**src/plant_cell_maintenance_death_assert.svh**
```systemverilog
// Assertion macros for the plant cell maintenance and death block.
// Included by the top level; depends on nothing else.
`ifndef PLANT_CELL_MAINTENANCE_DEATH_ASSERT_SVH
`define PLANT_CELL_MAINTENANCE_DEATH_ASSERT_SVH
`ifndef SYNTHESIS
`define PCMD_ASSERT_IMP(label, clk, rst_n, ante, cons, msg) \
  label: assert property (@(posedge clk) disable iff (!rst_n) (ante) |-> (cons)) \
    else $error(msg);
`define PCMD_ASSERT_DLY(label, clk, rst_n, ante, lat, cons, msg) \
  label: assert property (@(posedge clk) disable iff (!rst_n) (ante) |-> ##lat (cons)) \
    else $error(msg);
`else
`define PCMD_ASSERT_IMP(label, clk, rst_n, ante, cons, msg)
`define PCMD_ASSERT_DLY(label, clk, rst_n, ante, lat, cons, msg)
`endif
`endif

```
**src/pcmd_pkg.sv**
```systemverilog
// Shared constants, types and helpers for the plant cell maintenance block.
// No dependencies; imported by every module of the block.
`timescale 1ns / 1ps
`default_nettype none
package pcmd_pkg;

  localparam int VALUE_BITS  = 24;
  localparam int FRAC_BITS   = 16;
  localparam int HEALTH_BITS = FRAC_BITS + 1;
  localparam int DEN_BITS    = VALUE_BITS + 1;
  localparam int QUO_BITS    = FRAC_BITS + 1;
  localparam int POST_STAGES = 7;
  localparam int LATENCY     = 1 + QUO_BITS + POST_STAGES;
  localparam int CFG_IDX_BITS = 3;

  localparam logic [VALUE_BITS-1:0]  VMAX = {VALUE_BITS{1'b1}};
  localparam logic [HEALTH_BITS-1:0] ONE  = HEALTH_BITS'(1) << FRAC_BITS;

  localparam logic [CFG_IDX_BITS-1:0] CFG_STAGE_ENABLE   = 3'd0;
  localparam logic [CFG_IDX_BITS-1:0] CFG_SUGAR_DEMAND   = 3'd1;
  localparam logic [CFG_IDX_BITS-1:0] CFG_WATER_BASE     = 3'd2;
  localparam logic [CFG_IDX_BITS-1:0] CFG_WATER_LIGHT    = 3'd3;
  localparam logic [CFG_IDX_BITS-1:0] CFG_LIGHT_HALF     = 3'd4;
  localparam logic [CFG_IDX_BITS-1:0] CFG_SUGAR_GAIN     = 3'd5;
  localparam logic [CFG_IDX_BITS-1:0] CFG_WATER_GAIN     = 3'd6;
  localparam logic [CFG_IDX_BITS-1:0] CFG_REGEN_STEP     = 3'd7;

  typedef struct packed {
    logic                  stage_enable;
    logic [VALUE_BITS-1:0] sugar_demand;
    logic [VALUE_BITS-1:0] water_base_demand;
    logic [VALUE_BITS-1:0] water_light_demand;
    logic [VALUE_BITS-1:0] light_half_saturation;
    logic [VALUE_BITS-1:0] sugar_damage_gain;
    logic [VALUE_BITS-1:0] water_damage_gain;
    logic [VALUE_BITS-1:0] regen_step;
  } cfg_t;

  typedef struct packed {
    logic                   active;
    logic [VALUE_BITS-1:0]  sugar;
    logic [VALUE_BITS-1:0]  sdef;
    logic [VALUE_BITS-1:0]  water;
    logic [VALUE_BITS-1:0]  mineral;
    logic [HEALTH_BITS-1:0] health;
    logic [VALUE_BITS-1:0]  dwater;
    logic [VALUE_BITS-1:0]  dmineral;
  } cell_t;

  typedef struct packed {
    cell_t                 item;
    logic [VALUE_BITS-1:0] wdef;
    logic [VALUE_BITS-1:0] wlq;
    logic [VALUE_BITS-1:0] regen;
    logic [VALUE_BITS-1:0] wdem;
    logic [VALUE_BITS-1:0] sdmg;
    logic [VALUE_BITS-1:0] wdmg;
    logic [VALUE_BITS-1:0] dmg;
    logic [VALUE_BITS:0]   hsum;
    logic                  died;
  } post_t;

  // Saturate a sum that grew by one bit.
  function automatic logic [VALUE_BITS-1:0] sat_add(input logic [VALUE_BITS-1:0] a,
                                                    input logic [VALUE_BITS-1:0] b);
    logic [VALUE_BITS:0] s;
    s = {1'b0, a} + {1'b0, b};
    return s[VALUE_BITS] ? VMAX : s[VALUE_BITS-1:0];
  endfunction

  // Fixed-point product, shifted down and saturated.
  function automatic logic [VALUE_BITS-1:0] mul_q(input logic [VALUE_BITS-1:0] a,
                                                  input logic [VALUE_BITS-1:0] b);
    logic [2*VALUE_BITS-1:0] p;
    logic [2*VALUE_BITS-1:0] sh;
    p  = {{VALUE_BITS{1'b0}}, a} * {{VALUE_BITS{1'b0}}, b};
    sh = p >> FRAC_BITS;
    return (sh > {{VALUE_BITS{1'b0}}, VMAX}) ? VMAX : sh[VALUE_BITS-1:0];
  endfunction

endpackage
`default_nettype wire

```
**src/pcmd_divider.sv**
```systemverilog
// Pipelined restoring divider computing light * ONE / (light + half), one
// quotient bit per stage, with the cell payload riding alongside. Uses pcmd_pkg.
`timescale 1ns / 1ps
`default_nettype none
module pcmd_divider (
  input  logic                            clk,
  input  logic                            rst_n,
  input  logic                            in_valid,
  input  logic [pcmd_pkg::VALUE_BITS-1:0] in_num,
  input  logic [pcmd_pkg::DEN_BITS-1:0]   in_den,
  input  pcmd_pkg::cell_t                 in_cell,
  output logic                            out_valid,
  output logic [pcmd_pkg::QUO_BITS-1:0]   out_quo,
  output pcmd_pkg::cell_t                 out_cell
);
  import pcmd_pkg::*;

  logic [QUO_BITS-1:0] valid_r, valid_nxt;
  logic [DEN_BITS-1:0] rem_r [QUO_BITS];
  logic [DEN_BITS-1:0] rem_nxt [QUO_BITS];
  logic [DEN_BITS-1:0] den_r [QUO_BITS];
  logic [DEN_BITS-1:0] den_nxt [QUO_BITS];
  logic [QUO_BITS-1:0] quo_r [QUO_BITS];
  logic [QUO_BITS-1:0] quo_nxt [QUO_BITS];
  cell_t               cell_r [QUO_BITS];
  cell_t               cell_nxt [QUO_BITS];

  always_comb begin
    logic [DEN_BITS-1:0] prem;
    logic [DEN_BITS-1:0] pden;
    logic [QUO_BITS-1:0] pquo;
    logic [DEN_BITS:0]   trial;
    logic                ge;
    for (int k = 0; k < QUO_BITS; k++) begin
      if (k == 0) begin
        valid_nxt[k] = in_valid;
        prem         = {1'b0, in_num};
        pden         = in_den;
        pquo         = '0;
        cell_nxt[k]  = in_cell;
        trial        = {1'b0, prem};
      end else begin
        valid_nxt[k] = valid_r[k-1];
        prem         = rem_r[k-1];
        pden         = den_r[k-1];
        pquo         = quo_r[k-1];
        cell_nxt[k]  = cell_r[k-1];
        trial        = {prem, 1'b0};
      end
      ge          = trial >= {1'b0, pden};
      rem_nxt[k]  = ge ? DEN_BITS'(trial - {1'b0, pden}) : trial[DEN_BITS-1:0];
      den_nxt[k]  = pden;
      quo_nxt[k]  = {pquo[QUO_BITS-2:0], ge};
    end
  end

  always_ff @(posedge clk) begin
    if (!rst_n) begin
      valid_r <= '0;
    end else begin
      valid_r <= valid_nxt;
    end
  end

  always_ff @(posedge clk) begin
    rem_r  <= rem_nxt;
    den_r  <= den_nxt;
    quo_r  <= quo_nxt;
    cell_r <= cell_nxt;
  end

  // A zero denominator gives a zero light term.
  assign out_valid = valid_r[QUO_BITS-1];
  assign out_quo   = (den_r[QUO_BITS-1] == '0) ? '0 : quo_r[QUO_BITS-1];
  assign out_cell  = cell_r[QUO_BITS-1];

endmodule
`default_nettype wire

```
**config.mk**
```make
export PLATFORM = sky130hd
export DESIGN_NAME = pcmd_divider
export DESIGN_NICKNAME = d
export VERILOG_FILES = /design/src/plant_cell_maintenance_death_assert.svh /design/src/pcmd_pkg.sv /design/src/pcmd_divider.sv
export SDC_FILE = /design/constraint.sdc
export NUM_CORES = 2
export LEC_CHECK = 0
export ABC_AREA = 1
export BUFFER_PORTS_ARGS = -buffer_cell sky130_fd_sc_hd__buf_4
export CAP_MARGIN = 25
export CORE_UTILIZATION = 39
export DETAILED_ROUTE_END_ITERATION = 8
export PLACE_DENSITY_LB_ADDON = 0.2
export SLEW_MARGIN = 5
export SYNTH_ARGS = -nofsm -noshare
export SYNTH_HDL_FRONTEND = slang
export SYNTH_SLANG_ARGS = --single-unit
```
**constraint.sdc**
```tcl
create_clock -name clk -period 3.6 [get_ports clk]
set_input_delay 0.72 -clock clk [delete_from_list [all_inputs] [get_ports clk]]
set_output_delay 0.72 -clock clk [all_outputs]
set_load 0.02 [all_outputs]
```
==> results.yml <==
outcome:
  status: "finished with violations"
  violations: "DRC"
pwr:
  switching_share_pct: 33.32
  power_density_nw_per_um2: 879.4
  power_frac_seq_pct: 41.0
  combPwrFrac_pct: 26.5
  leakage_uw: 0.06877
  vdd.ir_drop.worst_uv: 525.9
  p_int_uw: 80540
  switchingPower_uw: 40240
  power.share.clock_pct: 32.5
setup_path:
  worst_path_max_delay_cell: "nor4_1"
  reg2reg_to: "rem_r[133]$_DFF_P_"
  rrSetupSlack_ns: 0.89
  reg2reg_from: "den_nxt[143]$_DFF_P_"
  cpPeakStageDelay_ns: 0.43
  path_cells: "nor4_1 > nand2_1 > nor3_4 > buf_12 > nor2_1 > buf_4"
  critical_path_class: "flop to primary output"
  startpoint_type: "flop"
  crit_end: "out_quo[14]"
  crit_start: "den_r[21]$_DFF_P_"
  r2r_cells: 11
  worst_setup_path_end_kind: "primary output"
  path_max_fanout: 17
  required_ns: 2.88
  cp.arrival_ns: 2.68
min_path:
  hold_path.class: "primary input to flop"
yosys:
  synth_top_area_share_pct: 65.19
  synth.distinct_cells: 38
  netlist_area_sq_um: 115100
  async_reset_ff_share_pct: 0
  yosys_register_bits: 3749
  syn_area_per_cell_sq_um: 9.537
  synth_edf_count: 0
  syn_inst: 12070
  yosysTopAreaCell: "dfxtp_1"
  netlist_top_cells_area: "dfxtp_1 65%, nand2_1 12%, inv_1 6.5%"
  synth_ff_type: "dfxtp_1"
  seq_area_frac_synth_pct: 65.19
  syn_nets: 12730
  yosys_warnings: 0
sta:
  fin_tns_setup_ns: 0
  fin_ws_ns: 0.1958
  slew_headroom_pct: 65.99
  rsz0062_at_grt: "false"
  drv_slew: 0
  fmax_mhz: 293.8
  fin_worst_skew_ns: 0.09523
  tightest_slew_ns: 0.5090
  period_minus_slack_ns: 3.404
  post-route-period-util_pct: 94.56
  final-setup-viol-count: 0
  hold_viol: 0
floorplan:
  die_area_sq_um: 297400
  core_sq_um: 293800
  initial_core_util_pct: 39.18
  die_h_microns: 545.3
  io_pins: 394
  rows: 199
  die_w_microns: 545.3
global_routing:
  grt_max_degree: 27
  grt_pass1_vias: 70050
  grt_use_total_pct: 16.78
  overflow: 0
  antenna_found_initial: 11
  grt_pass1_wl_microns: 393000
cells_and_area:
  final_common_cell: "dfxtp_1"
  fillers: 27850
  drive_gt1_share_pct: 9.493
  finalInstanceArea_sq_um: 137300
  final_cell_mix: "3749 x dfxtp_1, 3692 x nand2_1, 1986 x inv_1"
  num-nets-final: 13600
  syn_to_final_growth_pct: 19.30
  fin_util_pct: 46.75
place:
  pre_cts_slack_ns: 0.7252
  dpl.hpwl_microns: 191100
  placed_area_sq_um: 122600
  port_buffers: 393
  gp_congestion: 0.8902
clock_tree:
  cts.path.max_buffers: 4
  clk_pin_slew_ns: 0.07
  cts-root-buf: "clkbuf_16"
  cts_num_sinks: 3749
  cts_tree: "yes"
  htreeDepth: 5
  cts_setup_buffers: 0
  clk_latency_ns: 0.94
  cts_made_buffers: 366
drt:
  viasPerCell: 4.289
  drt_wl_total_microns: 254500
  num_vias: 73670
  ant_nets: 0
  dr.pass1.iters: 8
  wire_per_inst_microns: 14.82
  drc_errors: 112
  drt_iter0_drc: 4342
job:
  cap_viol_max_count: 0
-- registers in the layout, summed over array words and instances (netlist names) --
| register | cells |
|---|---|
| quo_nxt | 136 |
| quo_r | 17 |
| rem_r | 400 |
| valid_r | 17 |
| den_nxt | 400 |
| cell_nxt | 2592 |
| den_r | 25 |
| out_cell | 162 |
-- stage by stage --
step | hold slack, ns | total power [uW] | instances
after floorplan | 0.3096 | 72560 | 12070
after global placement | 0.3095 | 82010 | 16310
after detailed placement | 0.3121 | 82090 | 16310
after CTS | 0.02299 | 122200 | 17170
after global routing | 0.06312 | 128600 | 17170
final | 0.1066 | 120800 | 17180
-- power groups by stage --
stage	sequential (uW)	combinational (uW)	clock [uW]
after global routing	49900	36300	42400
final	49500	32000	39300
after floorplan	48900	23700	0
after CTS	49600	31900	40700
after global placement	50500	31500	0
after detailed placement	50500	31600	0
-- critical path: cells and delay by family (launching register included) --
kind          cells  cell delay [ns]
buf+inv           2             0.38
flops             1             0.30
simple gates      4             0.92
-- Yosys cell counts, types with 15 or more instances --
library cell     n
nor3_4          16
o21a_1          17
ha_1           423
nand4_1        513
xnor2_1         17
xor2_1         174
or2_1           15
nor2_1         531
nand3_4         32
a21oi_1        164
nor2_2          25
nand3b_1        18
nor3_1          15
nand2_2         32
dfxtp_1       3749
inv_1         1986
nand2_1       3692
fa_1            16
buf_2           90
nand3_2         15
and2_1          41
or2_2           24
a21oi_4         16
nand3_1        350
inv_2           26
buf_6           30
-- what timing repair did --
item	in CTS	in global routing
resized for setup	0	0
endpoints found under the hold margin	188	0
hold buffers	188	0
-- how the worst min path moves through the flow --
stage	from	to	cells after the start
after detailed placement	quo_nxt[206]$_DFF_P_	quo_nxt[190]$_DFF_P_	0
final	in_num[10]	rem_r[410]$_DFF_P_	3
after global routing	in_num[13]	rem_r[413]$_DFF_P_	3
after global placement	cell_nxt[1643]$_DFF_P_	cell_nxt[1481]$_DFF_P_	0
after floorplan	cell_nxt[162]$_DFF_P_	cell_nxt[0]$_DFF_P_	0
after CTS	in_num[18]	rem_r[418]$_DFF_P_	3
-- routing by layer --
layer,part of all wire [%],vias to the layer above,GRT usage (%)
met5,0.0051,-,0
li1,-,38570,-
met1,46,33010,21.88
met3,5.1,471,2.806
met4,3.0,2,5.369
met2,46,1615,28.22
-- layout make-up --
cell class,instances,area [sq um],area share (%)
Tap cell,3919,4903,3.570
Multi-Input combinational cell,6180,31680,23.06
Antenna cell,5,12.51,0.009110
Clock buffer,520,10610,7.724
Clock inverter,154,2271,1.653
Inverter,2012,7552,5.499
Sequential cell,3749,75050,54.65
Timing Repair Buffer,637,5265,3.834
-- cells by family after synthesis --
| family | Yosys count | synth area share [%] |
|---|---|---|
| buffers and inverters | 2143 | 7.300 |
| AO/OA/AOI/OAI | 207 | 1.105 |
| flip-flops | 3749 | 65.19 |
| adder cells (fa/ha/maj) | 439 | 4.875 |
| XOR/XNOR | 191 | 1.453 |
| AND/OR/NAND/NOR | 5343 | 20.08 |
Note: power is estimated with default switching activity, not from simulation.
